<file path="src/design/mspe_pkg.sv">
// ----------------------------------------------------------------------------
// mspe_pkg : shared types and constants for the motor speed PID core
// Holds the microcode word layout, the microprogram, field widths and codes.
// ----------------------------------------------------------------------------
package mspe_pkg;

  // Fixed field widths
  localparam int REQ_W   = 2;
  localparam int CMD_W   = 8;
  localparam int DUTY_W  = 8;
  localparam int RPM_W   = 16;
  localparam int MS_W    = 10;
  localparam int PPR_W   = 16;
  localparam int GAIN_W  = 16;
  localparam int CIDX_W  = 3;
  localparam int CDAT_W  = 16;
  localparam int DEN_W   = PPR_W + MS_W;
  localparam int ERR_W   = 18;
  localparam int MB_W    = 19;

  // Request codes
  localparam logic [REQ_W-1:0] REQ_EDGE = 2'd0;
  localparam logic [REQ_W-1:0] REQ_CMD  = 2'd1;
  localparam logic [REQ_W-1:0] REQ_TICK = 2'd2;

  // Register indexes
  localparam logic [CIDX_W-1:0] REG_PERIOD = 3'd0;
  localparam logic [CIDX_W-1:0] REG_PPR    = 3'd1;
  localparam logic [CIDX_W-1:0] REG_GAIN_P = 3'd2;
  localparam logic [CIDX_W-1:0] REG_GAIN_I = 3'd3;
  localparam logic [CIDX_W-1:0] REG_GAIN_D = 3'd4;
  localparam logic [CIDX_W-1:0] REG_MIN_PWM = 3'd5;

  // Register reset values
  localparam logic [MS_W-1:0]   RST_PERIOD  = 10'd100;
  localparam logic [PPR_W-1:0]  RST_PPR     = 16'd11;
  localparam logic [GAIN_W-1:0] RST_GAIN_P  = 16'd973;
  localparam logic [GAIN_W-1:0] RST_GAIN_I  = 16'd84;
  localparam logic [GAIN_W-1:0] RST_GAIN_D  = 16'd44;
  localparam logic [DUTY_W-1:0] RST_MIN_PWM = 8'd50;

  typedef enum logic [1:0] {
    DIR_STOP = 2'd0,
    DIR_FWD  = 2'd1,
    DIR_REV  = 2'd2
  } dir_t;

  typedef enum logic [3:0] {
    OP_NOP,
    OP_DECODE,
    OP_MUL_CNT,
    OP_MUL_DEN,
    OP_LD_DEN,
    OP_DIV_SAT,
    OP_DIV_STEP,
    OP_SPEED,
    OP_ERR,
    OP_INT_DER,
    OP_MUL_I,
    OP_MUL_D,
    OP_ACC,
    OP_DUTY,
    OP_EMIT
  } op_t;

  typedef enum logic [2:0] {
    C_NEVER,
    C_NO_PERIOD,
    C_DIV_SAT,
    C_CNT_NZ,
    C_OUT_BUSY
  } cond_t;

  localparam int UCODE_LEN = 14;
  localparam int STEP_W    = $clog2(UCODE_LEN);
  typedef logic [STEP_W-1:0] step_t;

  localparam step_t STEP_START    = 4'd0;
  localparam step_t STEP_DIV_STEP = 4'd5;
  localparam step_t STEP_SPEED    = 4'd6;
  localparam step_t STEP_EMIT     = 4'd13;

  typedef struct packed {
    op_t   op;
    cond_t cond;
    step_t target;
    logic  last;
  } ctrl_t;

  typedef struct packed {
    logic period_hit;
    logic div_sat;
    logic cnt_nz;
    logic out_busy;
  } stat_t;

  localparam ctrl_t UOP_IDLE = '{OP_NOP, C_NEVER, STEP_START, 1'b0};

  // Microprogram: one control word per step
  localparam ctrl_t UCODE [UCODE_LEN] = '{
    '{OP_DECODE,   C_NO_PERIOD, STEP_EMIT,     1'b0},
    '{OP_MUL_CNT,  C_NEVER,     STEP_START,    1'b0},
    '{OP_MUL_DEN,  C_NEVER,     STEP_START,    1'b0},
    '{OP_LD_DEN,   C_NEVER,     STEP_START,    1'b0},
    '{OP_DIV_SAT,  C_DIV_SAT,   STEP_SPEED,    1'b0},
    '{OP_DIV_STEP, C_CNT_NZ,    STEP_DIV_STEP, 1'b0},
    '{OP_SPEED,    C_NEVER,     STEP_START,    1'b0},
    '{OP_ERR,      C_NEVER,     STEP_START,    1'b0},
    '{OP_INT_DER,  C_NEVER,     STEP_START,    1'b0},
    '{OP_MUL_I,    C_NEVER,     STEP_START,    1'b0},
    '{OP_MUL_D,    C_NEVER,     STEP_START,    1'b0},
    '{OP_ACC,      C_NEVER,     STEP_START,    1'b0},
    '{OP_DUTY,     C_NEVER,     STEP_START,    1'b0},
    '{OP_EMIT,     C_OUT_BUSY,  STEP_EMIT,     1'b1}
  };

endpackage

</file>
<file path="src/design/mspe_in_if.sv">
// ----------------------------------------------------------------------------
// mspe_in_if : request channel
// Carries encoder edges, speed commands and millisecond ticks.
// ----------------------------------------------------------------------------
interface mspe_in_if;
  logic                                valid;
  logic                                ready;
  logic [mspe_pkg::REQ_W-1:0]          req_type;
  logic signed [mspe_pkg::CMD_W-1:0]   speed_cmd;

  modport source (output valid, req_type, speed_cmd, input ready);
  modport sink   (input valid, req_type, speed_cmd, output ready);
endinterface

</file>
<file path="src/design/mspe_out_if.sv">
// ----------------------------------------------------------------------------
// mspe_out_if : status channel
// Carries duty, direction lines, measured speed and the update flag.
// ----------------------------------------------------------------------------
interface mspe_out_if;
  logic                          valid;
  logic                          ready;
  logic [mspe_pkg::DUTY_W-1:0]   pwm_duty;
  logic                          dir_forward;
  logic                          dir_reverse;
  logic [mspe_pkg::RPM_W-1:0]    measured_rpm;
  logic                          loop_updated;

  modport source (output valid, pwm_duty, dir_forward, dir_reverse, measured_rpm,
                  loop_updated, input ready);
  modport sink   (input valid, pwm_duty, dir_forward, dir_reverse, measured_rpm,
                  loop_updated, output ready);
endinterface

</file>
<file path="src/design/mspe_cfg_if.sv">
// ----------------------------------------------------------------------------
// mspe_cfg_if : configuration write channel
// Carries a register index and write data.
// ----------------------------------------------------------------------------
interface mspe_cfg_if;
  logic                          valid;
  logic                          ready;
  logic [mspe_pkg::CIDX_W-1:0]   index;
  logic [mspe_pkg::CDAT_W-1:0]   data;

  modport source (output valid, index, data, input ready);
  modport sink   (input valid, index, data, output ready);
endinterface

</file>
<file path="src/design/mspe_seq.sv">
// ----------------------------------------------------------------------------
// mspe_seq : microcode sequencer
// Step counter, control ROM fetch and conditional jump evaluation.
// ----------------------------------------------------------------------------
module mspe_seq (
  input  logic            clk,
  input  logic            rst_n,
  input  logic            start,
  input  mspe_pkg::stat_t stat,
  output mspe_pkg::ctrl_t uop,
  output logic            busy
);

  mspe_pkg::step_t pc_r, pc_nxt;
  logic            busy_r, busy_nxt;
  logic            jump;

  assign uop  = busy_r ? mspe_pkg::UCODE[pc_r] : mspe_pkg::UOP_IDLE;
  assign busy = busy_r;

  always_comb begin
    unique case (uop.cond)
      mspe_pkg::C_NEVER:     jump = 1'b0;
      mspe_pkg::C_NO_PERIOD: jump = !stat.period_hit;
      mspe_pkg::C_DIV_SAT:   jump = stat.div_sat;
      mspe_pkg::C_CNT_NZ:    jump = stat.cnt_nz;
      mspe_pkg::C_OUT_BUSY:  jump = stat.out_busy;
      default:               jump = 1'b0;
    endcase
  end

  always_comb begin
    pc_nxt   = pc_r;
    busy_nxt = busy_r;
    if (start) begin
      pc_nxt   = mspe_pkg::STEP_START;
      busy_nxt = 1'b1;
    end else if (busy_r) begin
      if (jump) begin
        pc_nxt = uop.target;
      end else if (uop.last) begin
        pc_nxt   = mspe_pkg::STEP_START;
        busy_nxt = 1'b0;
      end else begin
        pc_nxt = pc_r + mspe_pkg::step_t'(1);
      end
    end
  end

  always_ff @(posedge clk) begin
    if (!rst_n) begin
      pc_r   <= mspe_pkg::STEP_START;
      busy_r <= 1'b0;
    end else begin
      pc_r   <= pc_nxt;
      busy_r <= busy_nxt;
    end
  end

endmodule

</file>
<file path="src/design/mspe_dp.sv">
// ----------------------------------------------------------------------------
// mspe_dp : datapath of the motor speed PID core
// Config registers, loop state, shared multiplier, divider and output register.
// ----------------------------------------------------------------------------
module mspe_dp #(
  parameter int COUNT_BITS    = 16,
  parameter int RPM_FRAC_BITS = 4
) (
  input  logic                              clk,
  input  logic                              rst_n,
  input  logic                              start,
  input  logic [mspe_pkg::REQ_W-1:0]        in_req,
  input  logic signed [mspe_pkg::CMD_W-1:0] in_cmd,
  input  mspe_pkg::ctrl_t                   uop,
  output mspe_pkg::stat_t                   stat,
  mspe_cfg_if.sink                          cfg_ch,
  mspe_out_if.source                        out_ch
);

  localparam int MA_W    = (COUNT_BITS > mspe_pkg::GAIN_W) ? COUNT_BITS : mspe_pkg::GAIN_W;
  localparam int MB_W    = mspe_pkg::MB_W;
  localparam int P_W     = MA_W + MB_W + 1;
  localparam int ACC_W   = P_W + 2;
  localparam int NUM_W   = COUNT_BITS + 16 + RPM_FRAC_BITS;
  localparam int DSH_W   = mspe_pkg::DEN_W + mspe_pkg::RPM_W;
  localparam int CMP_W   = (NUM_W > DSH_W) ? NUM_W : DSH_W;
  localparam int ERR_W   = mspe_pkg::ERR_W;
  localparam int S_W     = ERR_W + 1;
  localparam int INT_LIM = 500 << RPM_FRAC_BITS;
  localparam int DER_LIM = 50 << RPM_FRAC_BITS;
  localparam int INT_W   = $clog2(INT_LIM + 1) + 1;
  localparam int DER_W   = $clog2(DER_LIM + 1) + 1;
  localparam int DSHIFT  = 8 + RPM_FRAC_BITS;

  localparam logic signed [S_W-1:0]  INT_HI    = S_W'(INT_LIM);
  localparam logic signed [S_W-1:0]  INT_LO    = -INT_HI;
  localparam logic signed [S_W-1:0]  DER_HI    = S_W'(DER_LIM);
  localparam logic signed [S_W-1:0]  DER_LO    = -DER_HI;
  localparam logic signed [MB_W-1:0] RPM_SCALE = MB_W'(60000);

  // Configuration
  logic [mspe_pkg::MS_W-1:0]   period_r, period_nxt;
  logic [mspe_pkg::PPR_W-1:0]  ppr_r, ppr_nxt;
  logic [mspe_pkg::GAIN_W-1:0] gain_p_r, gain_p_nxt, gain_i_r, gain_i_nxt;
  logic [mspe_pkg::GAIN_W-1:0] gain_d_r, gain_d_nxt;
  logic [mspe_pkg::DUTY_W-1:0] min_pwm_r, min_pwm_nxt;

  // Loop state
  logic [COUNT_BITS-1:0]         pulse_r, pulse_nxt;
  logic [mspe_pkg::MS_W-1:0]     ms_r, ms_nxt;
  logic [mspe_pkg::RPM_W-1:0]    speed_r, speed_nxt;
  logic signed [INT_W-1:0]       integral_r, integral_nxt;
  logic signed [ERR_W-1:0]       prev_r, prev_nxt;
  logic [mspe_pkg::DUTY_W-1:0]   duty_r, duty_nxt;
  logic [mspe_pkg::CMD_W-1:0]    target_r, target_nxt;
  mspe_pkg::dir_t                dir_r, dir_nxt;

  // Working registers
  logic [mspe_pkg::REQ_W-1:0]        req_r, req_nxt;
  logic signed [mspe_pkg::CMD_W-1:0] cmd_r, cmd_nxt;
  logic                              upd_r, upd_nxt;
  logic signed [P_W-1:0]             prod_r, prod_nxt;
  logic signed [ACC_W-1:0]           acc_r, acc_nxt;
  logic [NUM_W-1:0]                  rem_r, rem_nxt;
  logic [DSH_W-1:0]                  dsh_r, dsh_nxt;
  logic [mspe_pkg::RPM_W-1:0]        quo_r, quo_nxt;
  logic [3:0]                        cnt_r, cnt_nxt;
  logic signed [ERR_W-1:0]           err_r, err_nxt;
  logic signed [DER_W-1:0]           der_r, der_nxt;

  // Output register
  logic                          oval_r, oval_nxt;
  logic [mspe_pkg::DUTY_W-1:0]   opwm_r, opwm_nxt;
  logic                          ofwd_r, ofwd_nxt, orev_r, orev_nxt;
  logic [mspe_pkg::RPM_W-1:0]    orpm_r, orpm_nxt;
  logic                          oupd_r, oupd_nxt;

  // Combinational helpers
  logic [mspe_pkg::MS_W:0]       ms_inc;
  logic                          period_hit;
  logic                          div_ge;
  logic                          out_busy;
  logic                          cfg_wr;
  logic [MA_W-1:0]               mul_a;
  logic signed [MB_W-1:0]        mul_b;
  logic [mspe_pkg::PPR_W-1:0]    ppr_eff;
  logic [mspe_pkg::MS_W-1:0]     per_eff;
  logic signed [mspe_pkg::CMD_W:0] cmd_neg;
  logic [ERR_W-1:0]              tgt_sh;
  logic signed [S_W-1:0]         isum, iclamp, dsum, dclamp;
  logic [ACC_W-1:0]              mag, mag_sh;
  logic [mspe_pkg::DUTY_W-1:0]   duty_cap;

  assign ms_inc     = (mspe_pkg::MS_W+1)'(ms_r) + (mspe_pkg::MS_W+1)'(1);
  assign period_hit = (req_r == mspe_pkg::REQ_TICK) &&
                      (ms_inc >= (mspe_pkg::MS_W+1)'(period_r));
  assign div_ge     = CMP_W'(rem_r) >= CMP_W'(dsh_r);
  assign out_busy   = oval_r && !out_ch.ready;
  assign cfg_wr     = cfg_ch.valid && cfg_ch.ready;
  assign ppr_eff    = (ppr_r == '0) ? mspe_pkg::PPR_W'(1) : ppr_r;
  assign per_eff    = (period_r == '0) ? mspe_pkg::MS_W'(1) : period_r;
  assign cmd_neg    = -((mspe_pkg::CMD_W+1)'(cmd_r));

  assign stat.period_hit = period_hit;
  assign stat.div_sat    = div_ge;
  assign stat.cnt_nz     = (cnt_r != 4'd0);
  assign stat.out_busy   = out_busy;

  assign cfg_ch.ready        = 1'b1;
  assign out_ch.valid        = oval_r;
  assign out_ch.pwm_duty     = opwm_r;
  assign out_ch.dir_forward  = ofwd_r;
  assign out_ch.dir_reverse  = orev_r;
  assign out_ch.measured_rpm = orpm_r;
  assign out_ch.loop_updated = oupd_r;

  // Shared multiplier operand select
  always_comb begin
    mul_a = '0;
    mul_b = '0;
    unique case (uop.op)
      mspe_pkg::OP_MUL_CNT: begin
        mul_a = MA_W'(pulse_r);
        mul_b = RPM_SCALE;
      end
      mspe_pkg::OP_MUL_DEN: begin
        mul_a = MA_W'(ppr_eff);
        mul_b = $signed(MB_W'(per_eff));
      end
      mspe_pkg::OP_INT_DER: begin
        mul_a = MA_W'(gain_p_r);
        mul_b = MB_W'(err_r);
      end
      mspe_pkg::OP_MUL_I: begin
        mul_a = MA_W'(gain_i_r);
        mul_b = MB_W'(integral_r);
      end
      mspe_pkg::OP_MUL_D: begin
        mul_a = MA_W'(gain_d_r);
        mul_b = MB_W'(der_r);
      end
      default: begin
        mul_a = '0;
        mul_b = '0;
      end
    endcase
  end

  // PID arithmetic helpers
  always_comb begin
    tgt_sh = ERR_W'(target_r) << RPM_FRAC_BITS;
    isum   = S_W'(integral_r) + S_W'(err_r);
    dsum   = S_W'(err_r) - S_W'(prev_r);
    if (isum > INT_HI)      iclamp = INT_HI;
    else if (isum < INT_LO) iclamp = INT_LO;
    else                    iclamp = isum;
    if (dsum > DER_HI)      dclamp = DER_HI;
    else if (dsum < DER_LO) dclamp = DER_LO;
    else                    dclamp = dsum;
    mag    = acc_r[ACC_W-1] ? ACC_W'(-acc_r) : ACC_W'(acc_r);
    mag_sh = mag >> DSHIFT;
    if (mag_sh > ACC_W'(255)) duty_cap = 8'hFF;
    else                      duty_cap = mag_sh[mspe_pkg::DUTY_W-1:0];
    if (duty_cap < min_pwm_r) duty_cap = min_pwm_r;
  end

  always_comb begin
    period_nxt   = period_r;
    ppr_nxt      = ppr_r;
    gain_p_nxt   = gain_p_r;
    gain_i_nxt   = gain_i_r;
    gain_d_nxt   = gain_d_r;
    min_pwm_nxt  = min_pwm_r;
    pulse_nxt    = pulse_r;
    ms_nxt       = ms_r;
    speed_nxt    = speed_r;
    integral_nxt = integral_r;
    prev_nxt     = prev_r;
    duty_nxt     = duty_r;
    target_nxt   = target_r;
    dir_nxt      = dir_r;
    req_nxt      = req_r;
    cmd_nxt      = cmd_r;
    upd_nxt      = upd_r;
    prod_nxt     = prod_r;
    acc_nxt      = acc_r;
    rem_nxt      = rem_r;
    dsh_nxt      = dsh_r;
    quo_nxt      = quo_r;
    cnt_nxt      = cnt_r;
    err_nxt      = err_r;
    der_nxt      = der_r;
    oval_nxt     = oval_r;
    opwm_nxt     = opwm_r;
    ofwd_nxt     = ofwd_r;
    orev_nxt     = orev_r;
    orpm_nxt     = orpm_r;
    oupd_nxt     = oupd_r;

    if (cfg_wr) begin
      unique case (cfg_ch.index)
        mspe_pkg::REG_PERIOD:  period_nxt  = cfg_ch.data[mspe_pkg::MS_W-1:0];
        mspe_pkg::REG_PPR:     ppr_nxt     = cfg_ch.data[mspe_pkg::PPR_W-1:0];
        mspe_pkg::REG_GAIN_P:  gain_p_nxt  = cfg_ch.data[mspe_pkg::GAIN_W-1:0];
        mspe_pkg::REG_GAIN_I:  gain_i_nxt  = cfg_ch.data[mspe_pkg::GAIN_W-1:0];
        mspe_pkg::REG_GAIN_D:  gain_d_nxt  = cfg_ch.data[mspe_pkg::GAIN_W-1:0];
        mspe_pkg::REG_MIN_PWM: min_pwm_nxt = cfg_ch.data[mspe_pkg::DUTY_W-1:0];
        default: ;
      endcase
    end

    if (start) begin
      req_nxt = in_req;
      cmd_nxt = in_cmd;
    end

    if (out_ch.ready) oval_nxt = 1'b0;

    unique case (uop.op)
      mspe_pkg::OP_DECODE: begin
        upd_nxt = period_hit;
        unique case (req_r)
          mspe_pkg::REQ_EDGE: begin
            if (pulse_r != '1) pulse_nxt = pulse_r + COUNT_BITS'(1);
          end
          mspe_pkg::REQ_CMD: begin
            if (cmd_r > 0) begin
              dir_nxt    = mspe_pkg::DIR_FWD;
              target_nxt = cmd_r;
            end else if (cmd_r < 0) begin
              dir_nxt    = mspe_pkg::DIR_REV;
              target_nxt = cmd_neg[mspe_pkg::CMD_W-1:0];
            end else begin
              dir_nxt      = mspe_pkg::DIR_STOP;
              target_nxt   = '0;
              integral_nxt = '0;
            end
          end
          mspe_pkg::REQ_TICK: begin
            ms_nxt = period_hit ? '0 : ms_inc[mspe_pkg::MS_W-1:0];
          end
          default: ;
        endcase
      end
      mspe_pkg::OP_MUL_CNT: prod_nxt = $signed({1'b0, mul_a}) * mul_b;
      mspe_pkg::OP_MUL_DEN: begin
        rem_nxt  = NUM_W'(prod_r[COUNT_BITS+15:0]) << RPM_FRAC_BITS;
        prod_nxt = $signed({1'b0, mul_a}) * mul_b;
      end
      mspe_pkg::OP_LD_DEN: begin
        dsh_nxt = DSH_W'(prod_r[mspe_pkg::DEN_W-1:0]) << mspe_pkg::RPM_W;
        quo_nxt = '0;
      end
      mspe_pkg::OP_DIV_SAT: begin
        if (div_ge) begin
          quo_nxt = '1;
        end else begin
          dsh_nxt = dsh_r >> 1;
          cnt_nxt = 4'd15;
        end
      end
      mspe_pkg::OP_DIV_STEP: begin
        if (div_ge) rem_nxt = NUM_W'(CMP_W'(rem_r) - CMP_W'(dsh_r));
        quo_nxt = {quo_r[mspe_pkg::RPM_W-2:0], div_ge};
        dsh_nxt = dsh_r >> 1;
        cnt_nxt = cnt_r - 4'd1;
      end
      mspe_pkg::OP_SPEED: begin
        speed_nxt = quo_r;
        pulse_nxt = '0;
      end
      mspe_pkg::OP_ERR: err_nxt = $signed(tgt_sh - ERR_W'(speed_r));
      mspe_pkg::OP_INT_DER: begin
        integral_nxt = INT_W'(iclamp);
        der_nxt      = DER_W'(dclamp);
        prev_nxt     = err_r;
        prod_nxt     = $signed({1'b0, mul_a}) * mul_b;
        acc_nxt      = '0;
      end
      mspe_pkg::OP_MUL_I, mspe_pkg::OP_MUL_D: begin
        prod_nxt = $signed({1'b0, mul_a}) * mul_b;
        acc_nxt  = acc_r + ACC_W'(prod_r);
      end
      mspe_pkg::OP_ACC: acc_nxt = acc_r + ACC_W'(prod_r);
      mspe_pkg::OP_DUTY: begin
        if (dir_r != mspe_pkg::DIR_STOP) duty_nxt = duty_cap;
      end
      mspe_pkg::OP_EMIT: begin
        if (!out_busy) begin
          oval_nxt = 1'b1;
          opwm_nxt = (dir_r != mspe_pkg::DIR_STOP) ? duty_r : '0;
          ofwd_nxt = (dir_r == mspe_pkg::DIR_FWD);
          orev_nxt = (dir_r == mspe_pkg::DIR_REV);
          orpm_nxt = speed_r;
          oupd_nxt = upd_r;
        end
      end
      default: ;
    endcase
  end

  always_ff @(posedge clk) begin
    if (!rst_n) begin
      period_r   <= mspe_pkg::RST_PERIOD;
      ppr_r      <= mspe_pkg::RST_PPR;
      gain_p_r   <= mspe_pkg::RST_GAIN_P;
      gain_i_r   <= mspe_pkg::RST_GAIN_I;
      gain_d_r   <= mspe_pkg::RST_GAIN_D;
      min_pwm_r  <= mspe_pkg::RST_MIN_PWM;
      pulse_r    <= '0;
      ms_r       <= '0;
      speed_r    <= '0;
      integral_r <= '0;
      prev_r     <= '0;
      duty_r     <= '0;
      target_r   <= '0;
      dir_r      <= mspe_pkg::DIR_STOP;
      oval_r     <= 1'b0;
    end else begin
      period_r   <= period_nxt;
      ppr_r      <= ppr_nxt;
      gain_p_r   <= gain_p_nxt;
      gain_i_r   <= gain_i_nxt;
      gain_d_r   <= gain_d_nxt;
      min_pwm_r  <= min_pwm_nxt;
      pulse_r    <= pulse_nxt;
      ms_r       <= ms_nxt;
      speed_r    <= speed_nxt;
      integral_r <= integral_nxt;
      prev_r     <= prev_nxt;
      duty_r     <= duty_nxt;
      target_r   <= target_nxt;
      dir_r      <= dir_nxt;
      oval_r     <= oval_nxt;
    end
  end

  always_ff @(posedge clk) begin
    req_r  <= req_nxt;
    cmd_r  <= cmd_nxt;
    upd_r  <= upd_nxt;
    prod_r <= prod_nxt;
    acc_r  <= acc_nxt;
    rem_r  <= rem_nxt;
    dsh_r  <= dsh_nxt;
    quo_r  <= quo_nxt;
    cnt_r  <= cnt_nxt;
    err_r  <= err_nxt;
    der_r  <= der_nxt;
    opwm_r <= opwm_nxt;
    ofwd_r <= ofwd_nxt;
    orev_r <= orev_nxt;
    orpm_r <= orpm_nxt;
    oupd_r <= oupd_nxt;
  end

endmodule

</file>
<file path="src/design/motor_speed_pid_encoder_core.sv">
// ----------------------------------------------------------------------------
// motor_speed_pid_encoder_core : encoder speed measurement and PID duty loop
// Counts encoder edges, measures RPM once per period and runs a PID update.
// ----------------------------------------------------------------------------
//
//  channel   dir   handshake       payload
//  in_ch     in    valid / ready   req_type[1:0], speed_cmd[7:0] signed
//  out_ch    out   valid / ready   pwm_duty, dir_forward, dir_reverse,
//                                  measured_rpm[15:0], loop_updated
//  cfg_ch    in    valid / ready   index[2:0], data[15:0]
//
//  An encoder edge, a speed command or a tick that does not close the period
//  runs only the decode and emit steps after acceptance. A tick that closes
//  the period runs the whole microprogram: 14 steps plus 15 extra passes of
//  the divide step, or fewer when the speed saturates and the divide is
//  skipped, bound by the single shared multiplier and the one-bit-per-cycle
//  restoring divider.
//  in_ch.ready is high whenever the sequencer is idle; a finished result sits
//  in the output register, so the next transaction can be taken while it
//  waits. The emit step holds only if the previous result is still pending.
//  Reset (rst_n low, synchronous) loads the register defaults and clears
//  the loop state. cfg_ch is always ready.
//
module motor_speed_pid_encoder_core #(
  parameter int COUNT_BITS    = 16,
  parameter int RPM_FRAC_BITS = 4
) (
  input  logic         clk,
  input  logic         rst_n,
  mspe_in_if.sink      in_ch,
  mspe_out_if.source   out_ch,
  mspe_cfg_if.sink     cfg_ch
);

  mspe_pkg::ctrl_t uop;
  mspe_pkg::stat_t stat;
  logic            busy;
  logic            start;

  // Take a new request only while no program is running
  assign in_ch.ready = !busy;
  assign start       = in_ch.valid && in_ch.ready;

  // Sequencer: step counter and control ROM
  mspe_seq u_seq (
    .clk   (clk),
    .rst_n (rst_n),
    .start (start),
    .stat  (stat),
    .uop   (uop),
    .busy  (busy)
  );

  // Datapath: config, loop state, multiplier, divider, output register
  mspe_dp #(
    .COUNT_BITS    (COUNT_BITS),
    .RPM_FRAC_BITS (RPM_FRAC_BITS)
  ) u_dp (
    .clk    (clk),
    .rst_n  (rst_n),
    .start  (start),
    .in_req (in_ch.req_type),
    .in_cmd (in_ch.speed_cmd),
    .uop    (uop),
    .stat   (stat),
    .cfg_ch (cfg_ch),
    .out_ch (out_ch)
  );

  // One request at a time: an accepted transaction drops ready next cycle
  a_one_in_flight: assert property (@(posedge clk) disable iff (!rst_n)
    start |=> !in_ch.ready)
    else $error("request accepted while a program was still running");

  // Direction lines never both high
  a_dir_exclusive: assert property (@(posedge clk) disable iff (!rst_n)
    out_ch.valid |-> !(out_ch.dir_forward && out_ch.dir_reverse))
    else $error("both direction lines high");

  // Nonzero duty only while a direction is driven
  a_duty_needs_dir: assert property (@(posedge clk) disable iff (!rst_n)
    (out_ch.valid && (out_ch.pwm_duty != 8'd0)) |->
      (out_ch.dir_forward || out_ch.dir_reverse))
    else $error("duty applied while stopped");

endmodule
</file>
<file path="src/flat_wrapper.sv">
// flat-port wrapper written by rule: the top's interface ports become plain ports
module motor_speed_pid_encoder_core_flat 
#(
  parameter int COUNT_BITS    = 16,
  parameter int RPM_FRAC_BITS = 4
)
  (clk, rst_n, in_ch_valid, in_ch_req_type, in_ch_speed_cmd, in_ch_ready, out_ch_valid, out_ch_pwm_duty, out_ch_dir_forward, out_ch_dir_reverse, out_ch_measured_rpm, out_ch_loop_updated, out_ch_ready, cfg_ch_valid, cfg_ch_index, cfg_ch_data, cfg_ch_ready);
  mspe_in_if in_ch_i ();
  mspe_out_if out_ch_i ();
  mspe_cfg_if cfg_ch_i ();
  input  logic clk;
  input  logic rst_n;
  input wire logic [$bits(in_ch_i.valid)-1:0] in_ch_valid;
  input wire logic [$bits(in_ch_i.req_type)-1:0] in_ch_req_type;
  input wire logic [$bits(in_ch_i.speed_cmd)-1:0] in_ch_speed_cmd;
  output wire logic [$bits(in_ch_i.ready)-1:0] in_ch_ready;
  output wire logic [$bits(out_ch_i.valid)-1:0] out_ch_valid;
  output wire logic [$bits(out_ch_i.pwm_duty)-1:0] out_ch_pwm_duty;
  output wire logic [$bits(out_ch_i.dir_forward)-1:0] out_ch_dir_forward;
  output wire logic [$bits(out_ch_i.dir_reverse)-1:0] out_ch_dir_reverse;
  output wire logic [$bits(out_ch_i.measured_rpm)-1:0] out_ch_measured_rpm;
  output wire logic [$bits(out_ch_i.loop_updated)-1:0] out_ch_loop_updated;
  input wire logic [$bits(out_ch_i.ready)-1:0] out_ch_ready;
  input wire logic [$bits(cfg_ch_i.valid)-1:0] cfg_ch_valid;
  input wire logic [$bits(cfg_ch_i.index)-1:0] cfg_ch_index;
  input wire logic [$bits(cfg_ch_i.data)-1:0] cfg_ch_data;
  output wire logic [$bits(cfg_ch_i.ready)-1:0] cfg_ch_ready;
  assign in_ch_i.valid = in_ch_valid;
  assign in_ch_i.req_type = in_ch_req_type;
  assign in_ch_i.speed_cmd = in_ch_speed_cmd;
  assign in_ch_ready = in_ch_i.ready;
  assign out_ch_valid = out_ch_i.valid;
  assign out_ch_pwm_duty = out_ch_i.pwm_duty;
  assign out_ch_dir_forward = out_ch_i.dir_forward;
  assign out_ch_dir_reverse = out_ch_i.dir_reverse;
  assign out_ch_measured_rpm = out_ch_i.measured_rpm;
  assign out_ch_loop_updated = out_ch_i.loop_updated;
  assign out_ch_i.ready = out_ch_ready;
  assign cfg_ch_i.valid = cfg_ch_valid;
  assign cfg_ch_i.index = cfg_ch_index;
  assign cfg_ch_i.data = cfg_ch_data;
  assign cfg_ch_ready = cfg_ch_i.ready;
  motor_speed_pid_encoder_core #(.COUNT_BITS(COUNT_BITS), .RPM_FRAC_BITS(RPM_FRAC_BITS)) u_core (.clk(clk), .rst_n(rst_n), .in_ch(in_ch_i), .out_ch(out_ch_i), .cfg_ch(cfg_ch_i));
endmodule
</file>
<file path="config.mk">
export PLATFORM = sky130hd
export DESIGN_NAME = motor_speed_pid_encoder_core_flat
export DESIGN_NICKNAME = d
export VERILOG_FILES = /design/src/design/mspe_pkg.sv /design/src/design/mspe_in_if.sv /design/src/design/mspe_out_if.sv /design/src/design/mspe_cfg_if.sv /design/src/design/mspe_seq.sv /design/src/design/mspe_dp.sv /design/src/design/motor_speed_pid_encoder_core.sv /design/src/flat_wrapper.sv
export SDC_FILE = /design/constraint.sdc
export NUM_CORES = 2
export LEC_CHECK = 0
export BUFFER_PORTS_ARGS = -buffer_cell sky130_fd_sc_hd__buf_2
export CAP_MARGIN = 15
export CELL_PAD_IN_SITES_DETAIL_PLACEMENT = 2
export CELL_PAD_IN_SITES_GLOBAL_PLACEMENT = 2
export CORE_AREA = 2 2 226 450
export CTS_CLUSTER_DIAMETER = 100
export DETAILED_ROUTE_END_ITERATION = 10
export DIE_AREA = 0 0 228 452
export HOLD_SLACK_MARGIN = 0.1
export PLACE_DENSITY = 0.68
export SLEW_MARGIN = 5
export SYNTH_ARGS = -nofsm -noshare
export SYNTH_HDL_FRONTEND = slang
export SYNTH_SLANG_ARGS = --single-unit
</file>
<file path="constraint.sdc">
create_clock -name clk -period 10.9 [get_ports clk]
set_clock_uncertainty 0.15 [all_clocks]
set_input_delay 2.18 -clock clk [delete_from_list [all_inputs] [get_ports clk]]
set_output_delay 2.18 -clock clk [all_outputs]
set_load 0.05 [all_outputs]
</file>
Yosys cells after proc, flatten, opt, wreduce, memory -nomap -nowiden --
Memories as Yosys holds them, arrays and structs flattened. Cells that the tools add are included.
Word-level totals: register bits after elaboration 417, latch bits 0, bits in writable memories 0, memory bits (read-only) 192, bits of input ports 34, memories kept 1
Memory list:
- (no name shown) | depth 16, bits a word 12, rd ports 1, clocked after Yosys merged registers in 0, write ports 0, RTL line mspe_seq.sv:18 | assign uop = busy_r ? mspe_pkg::UCODE[pc_r] : mspe_pkg::UOP_IDLE;
Operators by class: $add $sub $neg 11, $mul 1, divide/modulo/power cells 0, magnitude comparators 11, equality and inequality tests 36, shift operators 0, muxes and demuxes 44, bitwise gates (word level) 3, reduce and logical (&&, ||, !) cells 38
Operators by type and width (number):
- one-hot mux 42 bit (3 select lines) | 1
- one-hot mux 19 bit (5 select lines) | 1
- one-hot mux 16 bit (5 select lines) | 1
- one-hot mux 38 bit (2 select lines) | 1
- one-hot mux 36 bit (2 select lines) | 1
- 2-to-1 mux 14 bit | 5
- 2-to-1 mux 16 bit | 4
- one-hot mux 16 bit (3 select lines) | 1
- >= comparator 36 x 42 -> 1 bit | 1
- 2-to-1 mux 42 bit | 1
- adder 38 x 36 -> 38 bit | 1
- 2-to-1 mux 38 bit | 1
- negator 38 bit | 1
- multiplier 17 x 19 -> 36 bit | 1
- 2-to-1 mux 12 bit | 3
- 2-to-1 mux 36 bit | 1
- subtractor 36 bit | 1
- 2-to-1 mux 8 bit | 4
- one-hot mux 16 bit (2 select lines) | 1
- == test 4 bit, second input constant | 7
- one-hot mux 14 bit (2 select lines) | 1
- AND reduction 2 bit | 14
- greater-than comparator 26 x 8 -> 1 bit, second input constant | 1
- 2-to-1 mux 10 bit | 2
- other kinds (50) | 88

Logic depth before layout (Yosys ltp) --
word-level depth 10, gate-level depth with buffers 38

Hierarchy --
Synthesis repeated with hierarchy kept, for this count alone.
Unflattened totals: cell total of the unflattened synthesis 3805, area, all modules 34167.8 um^2
By module, submodules not included:
- mspe_dp | instances 1, cells an instance 3728, area an instance 33606.0 um^2, sequential area each 10630.2 um^2
- mspe_seq | instances 1, cells an instance 75, area an instance 551.8 um^2, sequential area each 100.1 um^2
- motor_speed_pid_encoder_core | instances 1, cells an instance 2, area an instance 10.0 um^2, sequential area each 0.0 um^2

Worst setup path after synthesis --
No wires, ideal clock.
kind register to register, from reg u_core.u_seq.pc_r[0], to reg u_core.u_dp.prod_r[35], data pin, arrival 8.964 ns, slack 1.526 ns, stages on the path, launching flop included 33, period minus slack after synthesis 9.374 ns, path through dfxtp_1 clkbuf_1 inv_1 ha_1 a21boi_0 o21ai_1 nand2_1 or2_2 clkinv_1 buf_2 buf_1 a21oi_1 nor2_1 fa_1 inv_1 fa_1 inv_1 fa_1 fa_1 fa_1 inv_1 fa_1 inv_1 ha_1 or2_2 a221oi_1 nand3b_1 o21ai_0 o21ai_0 o41ai_1 o21bai_1 a21oi_1 xnor2_1
On the way: longest elaborated chain between the ends 8
Ends and longest elaborated chain:
- from (decl) | RTL line mspe_seq.sv:14 | mspe_pkg::step_t pc_r, pc_nxt;
- from (signal assigned) | RTL line mspe_seq.sv:52 | pc_r <= mspe_pkg::STEP_START;
- from (signal assigned) | RTL line mspe_seq.sv:55 | pc_r <= pc_nxt;
- NOT 4 -> 5 bit (not written as such) (*) | RTL line mspe_seq.sv:18
- memory (16 x 12 bit) (*)
- 2-to-1 mux 12 bit (not written as such) (*) (2 in series) | RTL line mspe_seq.sv:18
- 2-to-1 mux 12 bit (*) | RTL line mspe_seq.sv:18
- == test 4 bit or == test 4 x 2 -> 1 bit (tied branches) | RTL line mspe_dp.sv:121, mspe_dp.sv:219
- one-hot mux 16 bit (5 select lines) or one-hot mux 19 bit (5 select lines) (tied branches) | RTL line mspe_dp.sv:121 | unique case (uop.op)
- multiplier 17 x 19 -> 36 bit (*)
- to (signal assigned) | RTL line mspe_dp.sv:342 | prod_r <= prod_nxt;
- to (decl) | RTL line mspe_dp.sv:62 | logic signed [P_W-1:0] prod_r, prod_nxt;
Every way passes the cells marked *; elsewhere a longest branch is shown, timed or not. The select of a mux whose other input is x is not followed. A chain may end at the register's enable or synchronous reset.

Worst setup path in the final report --
Same ends and word-level chain as after synthesis.

==> metrics.md <==
| Metric | Value |
|---|---|
| Run status | `finished, final reports clean` |
| Sum Neg Setup Slack | `0 ns` |
| Average instance area after synthesis | `around 9 um^2` |
| Slowest stage cell, crit path | `a21oi_1` |
| Clock sink count | `around 420` |
| Worst skew pair latency | `0.64 ns` |
| Type of the worst min-delay path | `flop to flop` |
| RSZ-0062 raised after global routing | `false` |
| Actual transition at the worst max-transition pin | `about 1.1 ns` |
| Net count after synthesis | `between 4000 and 5000` |
| Top cells by area in the synthesized netlist | `edfxtp_1 21%, fa_1 17%, dfxtp_1 10%` |
| Number of nets with antenna violations after detailed routing | `0` |
| Proportion of layout cells with a drive suffix above 1 | `0.0661` |
| Routability Congestion | `0.895` |
| Antenna violations before repair | `2` |
| Remaining global-route overflow | `0` |
| Highest clock rate | `about 98 MHz` |
| Number of top-level pins | `64` |
| Required time of the critical path | `between 10 and 15 ns` |
| Worst slack at placement | `~0.44 ns` |
| Number of synthesized register bits | `417` |
| Share of power burned in registers | `0.471` |
| Wire per inst | `approximately 24 um` |
| Total of endpoints with negative setup slack in the final report | `0` |
| DRC | `0` |
| Max IR drop VDD | `roughly 0.00012 V` |
| Count leader, synth | `nand2_1` |
| Share of the synthesized area in the top cell type | `0.207` |
| Largest fanout on the critical path | `29` |
| Warnings, synthesis | `0` |
| Die span in y | `~450 um` |
| Violation count after the first detailed-route iteration | `approximately 1100` |
| Endpoint arrival time on the critical path | `between 10 and 15 ns` |
| Clock Power Share | `0.452` |
| Count of final max-slew check failures | `0` |
| Clock tree from TritonCTS | `built` |
| Largest net degree at the start of global routing | `between 90 and 100` |
| Core area | `99700 um^2` |
| Net count reported at finish | `about 4400` |
| Net switching fraction of the power | `0.261` |
| Die extent in x | `roughly 230 um` |
| Final Core Density | `0.382` |
| Critical path endpoint category | `flop` |
| Number of unique standard cell types used by synthesis | `92` |
| Htree depth | `2` |
| Clock root buffer | `clkbuf_16` |
| Layout Cells excl Fill | `approximately 5200` |
| Num CTS Buffers | `45` |
| Vias in the first global route | `around 32000` |
| Global-route usage over all layers | `0.249` |
| First-pass GRT wire length | `approximately 190000 um` |
| Slowest cell delay on critical path | `a little under 0.9 ns` |
| Worst relative slew slack | `0.271` |
| Post-route setup slack | `0.740 ns` |
| Final WL | `approximately 130000 um` |
| Detailed placer's ending HPWL | `102000 um` |
| Clock input transition at the sequential cells of the worst setup and hold paths | `about 0.070 ns` |
| Total die area | `103000 um^2` |
| Max-cap violations | `0` |
| Port bufs | `62` |
| Vias per cell | `~5.3` |
| Worst setup path category | `flop to flop` |
| Number of synthesized flops with an enable pin | `238` |
| Initial core utilization | `0.347` |
| Power per cell area | `around 95 nW/um^2` |
| Sequential cell area fraction in the yosys report | `0.310` |
| Share of async-settable or async-resettable flops after synthesis | `0` |
| DRT Pass-1 Iters | `6` |
| Kind of launch point of the worst setup path | `flop` |
| Total placed cells including tap cells | `5147` |
| Area of the multi-input gates | `21500 um^2` |
| Commonest cells in the synthesized netlist | `615 x nand2_1, 513 x inv_1, 305 x nor2_1` |
| Max clock buf depth | `3` |
| Shortest period the worst path allows | `approximately 10 ns` |
| Cell internal pwr | `between 2000 and 3000 uW` |
| Leakage power summed over all cells | `approximately 0.016 uW` |
| Layout area overhead | `10.1%` |
| Switching Power | `948 uW` |
| Combined flip-flop and latch cell area | `~11000 um^2` |
| Share of the cycle needed by the critical path after routing | `0.932` |
| Cell Rows | `between 150 and 200` |
| Flip-flop cell with the highest count after synthesis | `edfxtp_1` |
| Cell count after synthesis | `3831` |
| Combined area of all synthesized cells | `roughly 35000 um^2` |
| Combinational group share of total power | `0.077` |
| Overall power of the completed layout | `roughly 3600 uW` |
| Library cell occupying the most area in the post-synthesis netlist | `edfxtp_1` |
| Fillers | `about 11000` |
| Hold Fails Final Rpt | `0` |
| Vias | `~28000` |
-- final cells by class --
cell class | count | share of cell area
clock buffer | 54 | 0.0312
clock inverter | 28 | 0.00828
timing repair buffer | 115 | 0.0190
tap | 1328 | 0.0436
sequential | 417 | 0.282
antenna | 1 | 0.0000657
multi-input combinational | 2773 | 0.565
inverter | 515 | 0.0508
-- final timing paths --
check | start | end | depth (start not counted) | slack, ns
worst max register to register | u_core.u_seq.pc_r[0] | u_core.u_dp.prod_r[35] | 33 | 0.74
worst min register to register | u_core.u_dp.gain_d_r[10] | u_core.u_dp.gain_d_r[10] | 2 | 0.32
worst min-delay path | u_core.u_dp.gain_d_r[10] | u_core.u_dp.gain_d_r[10] | 2 | 0.32
worst max-delay path | u_core.u_seq.pc_r[0] | u_core.u_dp.prod_r[35] | 33 | 0.74
-- metrics by stage --
step | hold slack (ns) | cell area, um^2
after floorplan | 0.250 | 34600
after global placement | 0.287 | 36500
after detailed placement | 0.305 | 36500
after CTS | 0.320 | 38000
after global routing | 0.329 | 38100
final | 0.316 | 38100
-- state kept, by name (all words and copies together), names as in the netlist, 10 cells and up --
name and count:
u_core.u_dp.ppr_r 16, u_core.u_dp.integral_r 14, u_core.u_dp.gain_p_r 16, u_core.u_dp.prev_r 17, u_core.u_dp.err_r 17, u_core.u_dp.pulse_r 16, u_core.u_dp.speed_r 16, u_core.u_dp.period_r 10
u_core.u_dp.gain_d_r 16, u_core.u_dp.acc_r 38, u_core.u_dp.prod_r 36, u_core.u_dp.rem_r 36, u_core.u_dp.ms_r 10, u_core.u_dp.gain_i_r 16, u_core.u_dp.quo_r 16, u_core.u_dp.out_ch.measured_rpm 16
u_core.u_dp.der_r 11, u_core.u_dp.dsh_r 42
-- critical path, delay by kind of cell, from the launching register on --
family                     cells  cell delay [ns]
and+or+nand+nor                6             0.81
DFF                            1             0.55
adders and majority gates      8             3.60
xor gates and xnor gates       1             0.08
buffers and inverters          7             1.08
AOI/OAI and AO/OA             11             3.55
-- layout by cell type, fill, tap and decap left out, types with 45 or more instances in the layout --
cell | synthesis | final
buf_4 | 2 | 53
buf_2 | 4 | 61
a21boi_0 | 108 | 108
ha_1 | 233 | 233
a21o_1 | 68 | 68
edfxtp_1 | 238 | 238
clkbuf_16 | 0 | 45
inv_1 | 513 | 513
dfxtp_1 | 179 | 179
a21oi_1 | 137 | 136
o21ai_0 | 153 | 151
nand3_1 | 87 | 86
xnor2_1 | 92 | 92
nor3_1 | 56 | 55
nor2b_1 | 50 | 50
xor2_1 | 60 | 60
nor2_1 | 305 | 301
nand2_1 | 615 | 613
fa_1 | 290 | 290
-- timing repair --
| action | 4_1_cts | 5_1_grt |
|---|---|---|
| endpoints found under the setup margin | 0 | 2 |
| hold buffers | 0 | 0 |
| gates resized for setup | 0 | 7 |
| buffers inserted | 0 | 0 |
-- metal layers --
layer  wire length [um]  global-route usage
met2              72000               0.508
met1              43900               0.243
met4               8090               0.138
met3               2110              0.0169
met5                  0                   0
-- cells by family after synthesis --
| group | Yosys count | synth area share |
|---|---|---|
| buffers and inverters | 641 | 0.0704 |
| multiplexers | 43 | 0.0129 |
| AND/OR/NAND/NOR | 1352 | 0.179 |
| flip-flops | 417 | 0.310 |
| other | 1 | 0.000108 |
| XOR/XNOR | 152 | 0.0385 |
| AO/OA/AOI/OAI | 702 | 0.136 |
| adder cells (fa/ha/maj) | 523 | 0.252 |
-- power groups by stage --
stage               registers, uW  clock network (uW)  logic (uW)
floorplan                    1730                   0         184
global placement             1740                   0         274
detailed placement           1750                   0         280
CTS                          1710                1690         283
global route                 1710                1730         309
finish                       1710                1640         280
Note: power is estimated with default switching activity, not from simulation.
